--- src/hdl/http_chunked_body_decoder_assert.svh ---
// assertion macros for the chunked body decoder
// no dependencies; define NO_ASSERTIONS to compile them out
`ifndef HTTP_CHUNKED_BODY_DECODER_ASSERT_SVH
`define HTTP_CHUNKED_BODY_DECODER_ASSERT_SVH
`ifndef NO_ASSERTIONS
// same-cycle implication
`define HCBD_ASSERT_IMPLIES(label, clk, rst, ante, cons) \
   label: assert property (@(posedge clk) disable iff (rst) (ante) |-> (cons)) \
      else $error("hcbd same-cycle check failed");
// next-cycle implication
`define HCBD_ASSERT_NEXT(label, clk, rst, ante, cons) \
   label: assert property (@(posedge clk) disable iff (rst) (ante) |=> (cons)) \
      else $error("hcbd next-cycle check failed");
`else
`define HCBD_ASSERT_IMPLIES(label, clk, rst, ante, cons)
`define HCBD_ASSERT_NEXT(label, clk, rst, ante, cons)
`endif
`endif

--- src/hdl/hcbd_pkg.sv ---
// types, codes and constants shared by the chunked body decoder
// no dependencies
`default_nettype none
package hcbd_pkg;

   localparam int unsigned CSR_INDEX_W = 1;

   localparam logic [CSR_INDEX_W-1:0] REG_BODY_LIMIT  = 1'd0;
   localparam logic [CSR_INDEX_W-1:0] REG_CHUNK_LIMIT = 1'd1;

   localparam logic [31:0] DEF_BODY_LIMIT    = 32'd10485760;
   localparam logic [31:0] CHUNK_LIMIT_RESET = 32'd1048576;

   localparam logic [7:0] CHAR_CR   = 8'h0D;
   localparam logic [7:0] CHAR_LF   = 8'h0A;
   localparam logic [7:0] CHAR_SEMI = 8'h3B;

   // accumulator saturation value, 2^32
   localparam logic [32:0] ACCUM_CAP = 33'h1_0000_0000;

   typedef enum logic [3:0] {
      PH_SIZE    = 4'b0001,
      PH_DATA    = 4'b0010,
      PH_SKIP    = 4'b0100,
      PH_TRAILER = 4'b1000
   } phase_type;

   typedef enum logic [2:0] {
      HS_LEAD   = 3'b001,
      HS_DIGITS = 3'b010,
      HS_DONE   = 3'b100
   } hex_stage_type;

   typedef enum logic [1:0] {
      ERR_NONE  = 2'd0,
      ERR_CHUNK = 2'd1,
      ERR_BODY  = 2'd2
   } err_type;

   typedef struct packed {
      phase_type     phase;
      logic [32:0]   size_accum;
      hex_stage_type hex_stage;
      logic          after_semicolon;
      logic          previous_was_cr;
      logic          line_is_empty;
      logic [31:0]   bytes_left;
      logic [1:0]    skip_count;
      logic [31:0]   payload_total;
      logic          done_flag;
      err_type       error_reg;
   } hcbd_state_type;

   localparam hcbd_state_type STATE_RESET = '{
      phase:           PH_SIZE,
      size_accum:      33'd0,
      hex_stage:       HS_LEAD,
      after_semicolon: 1'b0,
      previous_was_cr: 1'b0,
      line_is_empty:   1'b1,
      bytes_left:      32'd0,
      skip_count:      2'd0,
      payload_total:   32'd0,
      done_flag:       1'b0,
      error_reg:       ERR_NONE
   };

   typedef struct packed {
      logic [31:0] body_max;
      logic [31:0] chunk_limit;
   } hcbd_limits_type;

   typedef struct packed {
      logic [7:0]  payload_byte;
      logic        payload_valid;
      logic        complete;
      logic [1:0]  error_code;
      logic [31:0] body_length;
   } hcbd_result_type;

endpackage
`default_nettype wire

--- src/hdl/hcbd_req_if.sv ---
// input byte channel of the chunked body decoder
// no dependencies
`default_nettype none
interface hcbd_req_if;
   logic       valid;
   logic       ready;
   logic [7:0] data_byte;
   logic       restart;

   modport source (output valid, output data_byte, output restart, input ready);
   modport sink (input valid, input data_byte, input restart, output ready);
endinterface
`default_nettype wire

--- src/hdl/hcbd_rsp_if.sv ---
// result channel of the chunked body decoder
// no dependencies
`default_nettype none
interface hcbd_rsp_if;
   logic        valid;
   logic        ready;
   logic [7:0]  payload_byte;
   logic        payload_valid;
   logic        complete;
   logic [1:0]  error_code;
   logic [31:0] body_length;

   modport source (output valid, output payload_byte, output payload_valid,
                   output complete, output error_code, output body_length, input ready);
   modport sink (input valid, input payload_byte, input payload_valid,
                 input complete, input error_code, input body_length, output ready);
endinterface
`default_nettype wire

--- src/hdl/hcbd_csr_if.sv ---
// register write channel of the chunked body decoder
// depends on hcbd_pkg
`default_nettype none
interface hcbd_csr_if;
   import hcbd_pkg::*;
   logic                   valid;
   logic                   ready;
   logic [CSR_INDEX_W-1:0] reg_index;
   logic [31:0]            wr_data;

   modport source (output valid, output reg_index, output wr_data, input ready);
   modport sink (input valid, input reg_index, input wr_data, output ready);
endinterface
`default_nettype wire

--- src/hdl/hcbd_csr.sv ---
// limit registers of the chunked body decoder
// depends on hcbd_pkg and hcbd_csr_if
`default_nettype none
module hcbd_csr #(
   parameter logic [31:0] DEFAULT_BODY_LIMIT = hcbd_pkg::DEF_BODY_LIMIT
) (
   input  wire                      clock,
   input  wire                      reset,
   hcbd_csr_if.sink                 csr_chan,
   output hcbd_pkg::hcbd_limits_type limits
);
   import hcbd_pkg::*;

   logic [31:0] body_limit_ff;
   logic [31:0] chunk_limit_ff;
   logic [31:0] body_limit_in;
   logic [31:0] chunk_limit_in;
   logic        wr_beat;

   assign csr_chan.ready = 1'b1;
   assign wr_beat = csr_chan.valid;

   always_comb begin
      body_limit_in  = body_limit_ff;
      chunk_limit_in = chunk_limit_ff;
      if (wr_beat) begin
         case (csr_chan.reg_index)
            REG_BODY_LIMIT:  body_limit_in  = csr_chan.wr_data;
            REG_CHUNK_LIMIT: chunk_limit_in = csr_chan.wr_data;
            default: ;
         endcase
      end
   end

   always_ff @(posedge clock) begin
      if (reset) begin
         body_limit_ff  <= 32'd0;
         chunk_limit_ff <= CHUNK_LIMIT_RESET;
      end else begin
         body_limit_ff  <= body_limit_in;
         chunk_limit_ff <= chunk_limit_in;
      end
   end

   // zero body limit selects the built-in default
   assign limits.body_max    = (body_limit_ff != 32'd0) ? body_limit_ff : DEFAULT_BODY_LIMIT;
   assign limits.chunk_limit = chunk_limit_ff;
endmodule
`default_nettype wire

--- src/hdl/hcbd_step.sv ---
// next-state and result logic for one body byte
// depends on hcbd_pkg
`default_nettype none
module hcbd_step (
   input  hcbd_pkg::hcbd_state_type  cur_state,
   input  wire [7:0]                 data_byte,
   input  wire                       restart,
   input  hcbd_pkg::hcbd_limits_type limits,
   output hcbd_pkg::hcbd_state_type  next_state,
   output hcbd_pkg::hcbd_result_type result
);
   import hcbd_pkg::*;

   function automatic logic is_space(logic [7:0] c);
      return (c == 8'h20) || (c >= 8'h09 && c <= 8'h0D);
   endfunction

   // {digit valid, digit value}
   function automatic logic [4:0] hex_digit(logic [7:0] c);
      logic [4:0] r;
      r = 5'd0;
      if (c >= "0" && c <= "9")      r = {1'b1, 4'(c - 8'h30)};
      else if (c >= "a" && c <= "f") r = {1'b1, 4'(c - 8'h57)};
      else if (c >= "A" && c <= "F") r = {1'b1, 4'(c - 8'h37)};
      return r;
   endfunction

   function automatic hcbd_state_type size_content(hcbd_state_type s, logic [7:0] c);
      hcbd_state_type r;
      logic [4:0]     hd;
      logic [36:0]    v;
      r  = s;
      hd = hex_digit(c);
      v  = {s.size_accum, hd[3:0]};
      if (!s.after_semicolon) begin
         if (c == CHAR_SEMI) begin
            r.after_semicolon = 1'b1;
         end else begin
            case (s.hex_stage)
               HS_LEAD: begin
                  if (hd[4]) begin
                     r.hex_stage  = HS_DIGITS;
                     r.size_accum = {29'd0, hd[3:0]};
                  end else if (!is_space(c)) begin
                     r.hex_stage = HS_DONE;
                  end
               end
               HS_DIGITS: begin
                  if (hd[4]) begin
                     r.size_accum = (v > {4'd0, ACCUM_CAP}) ? ACCUM_CAP : v[32:0];
                  end else begin
                     r.hex_stage = HS_DONE;
                  end
               end
               default: ;
            endcase
         end
      end
      return r;
   endfunction

   function automatic hcbd_state_type line_content(hcbd_state_type s, logic [7:0] c);
      hcbd_state_type r;
      r = s;
      if (s.phase == PH_SIZE) r = size_content(s, c);
      else r.line_is_empty = 1'b0;
      return r;
   endfunction

   function automatic hcbd_state_type line_end(hcbd_state_type s, hcbd_limits_type lim);
      hcbd_state_type r;
      logic [33:0]    total;
      r     = s;
      total = {2'd0, s.payload_total} + {1'b0, s.size_accum};
      if (s.phase == PH_TRAILER) begin
         if (s.line_is_empty) r.done_flag = 1'b1;
         r.line_is_empty = 1'b1;
      end else begin
         r.size_accum      = 33'd0;
         r.hex_stage       = HS_LEAD;
         r.after_semicolon = 1'b0;
         r.line_is_empty   = 1'b1;
         if (s.size_accum > {1'b0, lim.chunk_limit}) begin
            r.done_flag = 1'b1;
            r.error_reg = ERR_CHUNK;
         end else if (total > {2'd0, lim.body_max}) begin
            r.done_flag = 1'b1;
            r.error_reg = ERR_BODY;
         end else if (s.size_accum == 33'd0) begin
            r.phase = PH_TRAILER;
         end else begin
            r.bytes_left = s.size_accum[31:0];
            r.phase      = PH_DATA;
         end
      end
      return r;
   endfunction

   hcbd_state_type base;
   hcbd_state_type line_st;
   hcbd_state_type nxt;
   logic [1:0]     skip_dec;
   logic           pay;

   always_comb begin
      base     = restart ? STATE_RESET : cur_state;
      nxt      = base;
      line_st  = base;
      pay      = 1'b0;
      skip_dec = (base.skip_count != 2'd0) ? base.skip_count - 2'd1 : 2'd0;
      if (!base.done_flag) begin
         case (base.phase)
            PH_DATA: begin
               pay               = 1'b1;
               nxt.payload_total = base.payload_total + 32'd1;
               nxt.bytes_left    = base.bytes_left - 32'd1;
               if (base.bytes_left == 32'd1) begin
                  nxt.phase      = PH_SKIP;
                  nxt.skip_count = 2'd2;
               end
            end
            PH_SKIP: begin
               nxt.skip_count = skip_dec;
               if (skip_dec == 2'd0) begin
                  nxt.phase           = PH_SIZE;
                  nxt.previous_was_cr = 1'b0;
               end
            end
            PH_SIZE, PH_TRAILER: begin
               // a held cr either closes the line or counts as a content byte
               if (base.previous_was_cr) begin
                  line_st.previous_was_cr = 1'b0;
                  if (data_byte != CHAR_LF) line_st = line_content(line_st, CHAR_CR);
               end
               if (base.previous_was_cr && data_byte == CHAR_LF) begin
                  nxt = line_end(line_st, limits);
               end else if (data_byte == CHAR_CR) begin
                  nxt = line_st;
                  nxt.previous_was_cr = 1'b1;
               end else begin
                  nxt = line_content(line_st, data_byte);
               end
            end
            default: ;
         endcase
      end
   end

   assign next_state           = nxt;
   assign result.payload_byte  = pay ? data_byte : 8'd0;
   assign result.payload_valid = pay;
   assign result.complete      = nxt.done_flag;
   assign result.error_code    = nxt.error_reg;
   assign result.body_length   = nxt.payload_total;
endmodule
`default_nettype wire

--- src/hdl/http_chunked_body_decoder.sv ---
// an accepted byte is held in the input stage register, then its result beat in the result register
// throughput: one byte per cycle while result beats are taken; the decoder state register updates once per byte
// a full result register does not block input at once: one byte can wait in the input stage
// reset is synchronous: it clears the decoder state, both stages and the limit registers
// (body limit 0, chunk limit 1048576); no clearing pass is needed
// depends on hcbd_pkg, the channel interfaces, hcbd_csr and hcbd_step
`default_nettype none
`include "http_chunked_body_decoder_assert.svh"
module http_chunked_body_decoder #(
   parameter logic [31:0] DEFAULT_BODY_LIMIT = hcbd_pkg::DEF_BODY_LIMIT
) (
   input  wire        clock,
   input  wire        reset,
   hcbd_req_if.sink   req_chan,
   hcbd_rsp_if.source rsp_chan,
   hcbd_csr_if.sink   csr_chan
);
   import hcbd_pkg::*;

   // input stage
   logic            s1_valid_ff;
   logic            s1_valid_in;
   logic [7:0]      s1_byte_ff;
   logic            s1_restart_ff;

   // result register
   logic            out_valid_ff;
   logic            out_valid_in;
   hcbd_result_type out_res_ff;

   // decoder state, updated as a byte moves into the result register
   hcbd_state_type  st_ff;
   hcbd_state_type  st_in;

   hcbd_state_type  step_state;
   hcbd_result_type step_res;
   hcbd_limits_type limits;

   logic            out_free;
   logic            s1_move;
   logic            req_beat;

   hcbd_csr #(
      .DEFAULT_BODY_LIMIT (DEFAULT_BODY_LIMIT)
   ) u_csr (
      .clock    (clock),
      .reset    (reset),
      .csr_chan (csr_chan),
      .limits   (limits)
   );

   hcbd_step u_step (
      .cur_state  (st_ff),
      .data_byte  (s1_byte_ff),
      .restart    (s1_restart_ff),
      .limits     (limits),
      .next_state (step_state),
      .result     (step_res)
   );

   // result register frees up when empty or when its beat is taken
   assign out_free       = !out_valid_ff || rsp_chan.ready;
   assign s1_move        = s1_valid_ff && out_free;
   // input stage takes a new byte when empty or when its byte moves on
   assign req_chan.ready = !s1_valid_ff || out_free;
   assign req_beat       = req_chan.valid && req_chan.ready;

   always_comb begin
      s1_valid_in  = req_beat ? 1'b1 : (s1_move ? 1'b0 : s1_valid_ff);
      out_valid_in = s1_move ? 1'b1 : (rsp_chan.ready ? 1'b0 : out_valid_ff);
      st_in        = s1_move ? step_state : st_ff;
   end

   always_ff @(posedge clock) begin
      if (reset) begin
         s1_valid_ff  <= 1'b0;
         out_valid_ff <= 1'b0;
         st_ff        <= STATE_RESET;
      end else begin
         s1_valid_ff  <= s1_valid_in;
         out_valid_ff <= out_valid_in;
         st_ff        <= st_in;
      end
   end

   // payload registers
   always_ff @(posedge clock) begin
      if (req_beat) begin
         s1_byte_ff    <= req_chan.data_byte;
         s1_restart_ff <= req_chan.restart;
      end
      if (s1_move) begin
         out_res_ff <= step_res;
      end
   end

   assign rsp_chan.valid         = out_valid_ff;
   assign rsp_chan.payload_byte  = out_res_ff.payload_byte;
   assign rsp_chan.payload_valid = out_res_ff.payload_valid;
   assign rsp_chan.complete      = out_res_ff.complete;
   assign rsp_chan.error_code    = out_res_ff.error_code;
   assign rsp_chan.body_length   = out_res_ff.body_length;

   // a stop code is only ever set together with the done flag
   `HCBD_ASSERT_IMPLIES(a_err_done, clock, reset, st_ff.error_reg != ERR_NONE, st_ff.done_flag)
   // payload phase never sits with nothing left to pass
   `HCBD_ASSERT_IMPLIES(a_data_left, clock, reset, st_ff.phase == PH_DATA, st_ff.bytes_left != 32'd0)
   // a finished body stays finished until a restart byte goes through
   `HCBD_ASSERT_NEXT(a_done_holds, clock, reset, st_ff.done_flag && !(s1_move && s1_restart_ff), st_ff.done_flag)
   // input backpressure only while the input stage holds a byte
   `HCBD_ASSERT_IMPLIES(a_ready_low, clock, reset, !req_chan.ready, s1_valid_ff && out_valid_ff)
endmodule
`default_nettype wire
--- src/flat_wrapper.sv ---
// flat-port wrapper written by rule: the top's interface ports become plain ports
module http_chunked_body_decoder_flat import hcbd_pkg::*;
#(
   parameter logic [31:0] DEFAULT_BODY_LIMIT = hcbd_pkg::DEF_BODY_LIMIT
)
  (clock, reset, req_chan_valid, req_chan_data_byte, req_chan_restart, req_chan_ready, rsp_chan_valid, rsp_chan_payload_byte, rsp_chan_payload_valid, rsp_chan_complete, rsp_chan_error_code, rsp_chan_body_length, rsp_chan_ready, csr_chan_valid, csr_chan_reg_index, csr_chan_wr_data, csr_chan_ready);
  hcbd_req_if req_chan_i ();
  hcbd_rsp_if rsp_chan_i ();
  hcbd_csr_if csr_chan_i ();
  input  wire clock;
  input  wire reset;
  input wire logic [$bits(req_chan_i.valid)-1:0] req_chan_valid;
  input wire logic [$bits(req_chan_i.data_byte)-1:0] req_chan_data_byte;
  input wire logic [$bits(req_chan_i.restart)-1:0] req_chan_restart;
  output wire logic [$bits(req_chan_i.ready)-1:0] req_chan_ready;
  output wire logic [$bits(rsp_chan_i.valid)-1:0] rsp_chan_valid;
  output wire logic [$bits(rsp_chan_i.payload_byte)-1:0] rsp_chan_payload_byte;
  output wire logic [$bits(rsp_chan_i.payload_valid)-1:0] rsp_chan_payload_valid;
  output wire logic [$bits(rsp_chan_i.complete)-1:0] rsp_chan_complete;
  output wire logic [$bits(rsp_chan_i.error_code)-1:0] rsp_chan_error_code;
  output wire logic [$bits(rsp_chan_i.body_length)-1:0] rsp_chan_body_length;
  input wire logic [$bits(rsp_chan_i.ready)-1:0] rsp_chan_ready;
  input wire logic [$bits(csr_chan_i.valid)-1:0] csr_chan_valid;
  input wire logic [$bits(csr_chan_i.reg_index)-1:0] csr_chan_reg_index;
  input wire logic [$bits(csr_chan_i.wr_data)-1:0] csr_chan_wr_data;
  output wire logic [$bits(csr_chan_i.ready)-1:0] csr_chan_ready;
  assign req_chan_i.valid = req_chan_valid;
  assign req_chan_i.data_byte = req_chan_data_byte;
  assign req_chan_i.restart = req_chan_restart;
  assign req_chan_ready = req_chan_i.ready;
  assign rsp_chan_valid = rsp_chan_i.valid;
  assign rsp_chan_payload_byte = rsp_chan_i.payload_byte;
  assign rsp_chan_payload_valid = rsp_chan_i.payload_valid;
  assign rsp_chan_complete = rsp_chan_i.complete;
  assign rsp_chan_error_code = rsp_chan_i.error_code;
  assign rsp_chan_body_length = rsp_chan_i.body_length;
  assign rsp_chan_i.ready = rsp_chan_ready;
  assign csr_chan_i.valid = csr_chan_valid;
  assign csr_chan_i.reg_index = csr_chan_reg_index;
  assign csr_chan_i.wr_data = csr_chan_wr_data;
  assign csr_chan_ready = csr_chan_i.ready;
  http_chunked_body_decoder #(.DEFAULT_BODY_LIMIT(DEFAULT_BODY_LIMIT)) u_core (.clock(clock), .reset(reset), .req_chan(req_chan_i), .rsp_chan(rsp_chan_i), .csr_chan(csr_chan_i));
endmodule
--- config.mk ---
export PLATFORM = sky130hd
export DESIGN_NAME = http_chunked_body_decoder_flat
export DESIGN_NICKNAME = d
export VERILOG_FILES = /design/src/hdl/hcbd_pkg.sv /design/src/hdl/hcbd_req_if.sv /design/src/hdl/hcbd_rsp_if.sv /design/src/hdl/hcbd_csr_if.sv /design/src/hdl/hcbd_csr.sv /design/src/hdl/hcbd_step.sv /design/src/hdl/http_chunked_body_decoder.sv /design/src/flat_wrapper.sv
export VERILOG_INCLUDE_DIRS = /design/src /design/src/hdl
export SDC_FILE = /design/constraint.sdc
export NUM_CORES = 1
export LEC_CHECK = 0
export BUFFER_PORTS_ARGS = -buffer_cell sky130_fd_sc_hd__buf_2
export CAP_MARGIN = 20
export CORE_ASPECT_RATIO = 0.8
export CORE_MARGIN = 3
export CORE_UTILIZATION = 54
export CTS_BUF_LIST = sky130_fd_sc_hd__clkbuf_16
export DETAILED_ROUTE_END_ITERATION = 10
export PLACE_DENSITY = 0.76
export SYNTH_ARGS = -nofsm -noshare
export SYNTH_HDL_FRONTEND = slang
export SYNTH_SLANG_ARGS = --single-unit
--- constraint.sdc ---
create_clock -name clock -period 7 [get_ports clock]
set_clock_uncertainty 0.1 [all_clocks]
set_input_delay 0.35 -clock clock [delete_from_list [all_inputs] [get_ports clock]]
set_output_delay 0.35 -clock clock [all_outputs]
set_load 0.005 [all_outputs]
==> impl_metrics.toml <==
[setup_path]
critPathArrivalTime_ns = 7.03
critPathBufInv = 2
path_class = "reg -> reg"
critPathTopFamily = "simple AND/OR/NAND/NOR gates"
critPathCaptureType = "flop"
cp_common_cell = "nand2_1"
cp_slowest_cell = "nor4_2"
worstPathCellList = "buf_12 -> nor2b_1 -> ha_1 -> nand2_1 -> or3_1 -> nor4_1 -> o32ai_2 -> o21ai_0 -> nand2_1 -> a21oi_1 -> o21a_1 -> nor2_1 -> xnor2_1 -> ha_1 -> nand4_1 -> or4_1 -> o31a_1 -> nor2b_1 -> a31o_2 -> inv_1 -> nand2_1 -> nor4_2 -> a221o_1"
slowest_delay_ns = 0.77
cp_max_fo = 93
cp-start-kind = "flop"
required_ns = 7.37

[detailed_routing]
ant_nets = 0
vias = 15300
drc = 0
drt_iter0_drc = 1770
wl_per_cell_um = 21.1
vias_per_cell = 6.34
drt-total-wl_mm = 50.8
drt_pass1_iterations = 7

[power_and_ir_drop]
power.leakage_uw = 0.00679
max-vdd-ir-drop_mv = 0.193
clkPwrFrac_pct = 40.4
switchingPower_uw = 939
p_seq_share_pct = 44.7
power_frac_comb_pct = 14.9
intPower_uw = 2330
power_density_nw_per_um2 = 191
swShare_pct = 28.7

[clock_network]
cts_buffer_depth = 3
numCtsBuffers = 26
cts-root-buf = "clkbuf_16"
htree_levels = 1
clk-insertion-delay-late_ns = 0.55
clock_sinks = 231
cts_tree = "built"
cts.clk_slew.worst_paths_ns = 0.06

[global_route]
grt_usage_pct = 32.9
grt_overflow_total = 0
grt_max_degree = 94
grt_pass1_vias = 14100
grt_first_pass_wirelength_mm = 77.9
grtUsageMet2_pct = 50.9
grtUsageMet1_pct = 44.4
met3_usage_pct = 8.38
antenna_found_initial = 0
busiest_layer = "met2"

[synthesis]
yosys.area.top_type = "dfxtp_1"
yosysWarnings = 0
synth_area_leaders = "dfxtp_1 (24%), edfxtp_1 (11%), ha_1 (7.9%)"
synth_edf_count = 53
synth_top_area_share_pct = 23.7
async_reset_ff_share_pct = 0
netlist_instances = 1926
synth_nets = 2069
synth_seq_area_share_pct = 34.2
ys.flop_type = "dfxtp_1"
syn_avg_cell_area_um2 = 7.82
synth.distinct_cells = 87
syn-cell-area_um2 = 15100
ys_ff_latch = 231

[finish]
antenna_cells = 0
seq_area_um2 = 5150
utilization_pct = 62.6
nFillCells = 2438
design_area_um2 = 17100
area_delta_synth_final_pct = 13.8
multi_input_area_um2 = 9120
fin_nets = 2164
drive_gt1_share_pct = 9.65

[timing]
finalCritPeriodShare_pct = 95.1
fin_ws_ns = 0.340
hold_viol_final = 0
setup_viol = 0
setup-tns-final_ns = 0
fmax_ghz = 0.150
slew-limit-headroom_pct = 23.0
period_minus_slack_ns = 6.66
maxSlewViolCount = 0
rsz0062_at_grt = "false"
worst_pin_slew_ns = 1.15

[floorplanning]
num_io_pins = 94
coreArea_um2 = 27400
die_w_um = 193
die_h_um = 155
dieArea_um2 = 29900
initial_core_util_pct = 55.0
rows = 54

[placement]
place_area_um2 = 15900
dp_hpwl_mm = 36.4
io_buffer_count = 92
place_congestion = 1.01
dp_slack_ns = 0.512

[min_path]
hp-class = "in -> reg"

[outcome]
status = "finished, final reports clean"

[job]
maxCapViolations = 0
[cells by family after synthesis]
kind of cell | after synthesis | synth area share, %
other | 1 | 0.0249
AOI/OAI and AO/OA | 531 | 22.6
buffers and inverters | 199 | 5.24
and+or+nand+nor | 780 | 24.4
xor gates and xnor gates | 67 | 3.90
adders and majority gates | 99 | 8.23
muxes | 18 | 1.30
DFF | 231 | 34.2
[synth_stat cells, drive strengths merged (15+ instances only)]
library cell  instances
o21a                 18
a31oi                22
nand3                44
edfxtp               53
o21ai                97
nor2b                70
nand2               291
and3                 17
clkbuf               72
and2                 16
a22oi                15
a21o                 23
a211oi               24
o211ai               21
ha                   95
buf                  32
dfxtp               178
inv                  94
mux2i                16
nor4                 31
xor2                 30
nor2                177
a21oi               185
nand4                26
nor3                 48
xnor2                37
[power by group through the flow]
stage                     registers (µW)  logic [µW]  clock network, µW
final                               1460         487               1320
after global routing                1460         534               1390
after CTS                           1460         472               1330
after detailed placement            1490         450                  0
after global placement              1480         437                  0
after floorplan                     1470         311                  0
[state kept, by name (all words and copies together) (netlist names)]
signal                         count
u_core.st_ff                     112
u_core.rsp_chan.body_length       32
u_core.u_csr.body_limit_ff        32
u_core.u_csr.chunk_limit_ff       32
u_core.rsp_chan.payload_byte       8
u_core.s1_byte_ff                  8
u_core.rsp_chan.error_code         2
u_core.rsp_chan.complete           1
u_core.rsp_chan.payload_valid      1
u_core.rsp_chan.valid              1
u_core.s1_restart_ff               1
u_core.s1_valid_ff                 1
[routing by layer]
layer  share of wire [%]  vias up
met3                  11      172
li1                    -     7091
met4                 4.5        0
met1                  41     7098
met5                   0        -
met2                  44      892
[cells in the final DEF, fill, tap and decap left out, types with 17 or more instances in the layout]
cell,Yosys,routed
a211oi_1,23,23
edfxtp_1,53,53
xor2_1,30,30
a31oi_1,22,22
o211ai_1,21,21
nand4_1,26,26
a21o_1,23,23
xnor2_1,37,37
clkbuf_16,0,27
nand2_1,291,291
and3_1,17,17
buf_2,15,91
o21a_1,18,18
o21ai_0,92,92
dlygate4sd3_1,0,42
nand3_1,44,44
a21oi_1,184,184
nor4_1,29,29
nor2b_1,70,69
nor2_1,177,176
dfxtp_1,178,178
nor3_1,47,47
inv_1,94,96
buf_4,4,33
ha_1,95,95
[worst reg2reg max path: cells and delay by family, from the launching register on]
family                     cells  cell delay [ns]
AOI/OAI and AO/OA              7             1.63
xor gates and xnor gates       1             0.13
adders and majority gates      2             0.60
buffers and inverters          2             0.29
DFF                            1             0.43
and+or+nand+nor               11             3.42
[per-stage QoR]
| step | power, µW | std cells | hold slack, ns |
|---|---|---|---|
| final | 3270 | 2405 | 0.0233 |
| after global routing | 3390 | 2405 | 0.0509 |
| after CTS | 3260 | 2404 | 0.00950 |
| after detailed placement | 1940 | 2314 | 0.348 |
| after global placement | 1920 | 2312 | 0.344 |
| after floorplan | 1780 | 1926 | 0.336 |
[cell type report]
cell class | count | share of cell area [%]
sequential | 231 | 30.1
timing repair buffer | 171 | 7.18
inverter | 95 | 2.09
multi-input combinational | 1496 | 53.2
tap | 364 | 2.66
clock inverter | 21 | 0.796
clock buffer | 27 | 3.94
[final timing paths]
check                                               startpoint  cells past startpoint                                            to  slack, ns
setup / recovery                u_core.s1_restart_ff$_DFFE_PP_                     23                 u_core.st_ff[56]$_SDFFE_PP0P_       0.34
hold / removal                                  rsp_chan_ready                      4            u_core.rsp_chan.valid$_SDFFE_PP0P_       0.02
setup reg to reg                u_core.s1_restart_ff$_DFFE_PP_                     23                 u_core.st_ff[56]$_SDFFE_PP0P_       0.34
hold reg to reg   u_core.u_csr.chunk_limit_ff[30]$_SDFFE_PP0P_                      2  u_core.u_csr.chunk_limit_ff[30]$_SDFFE_PP0P_       0.36
[what timing repair did]
item	in CTS	in global routing
setup buffers	0	0
hold buffers	42	0
resized for setup	0	1
endpoints found under the setup margin	0	1
endpoints found under the hold margin	74	0
Power figures use the tool's default switching activity.
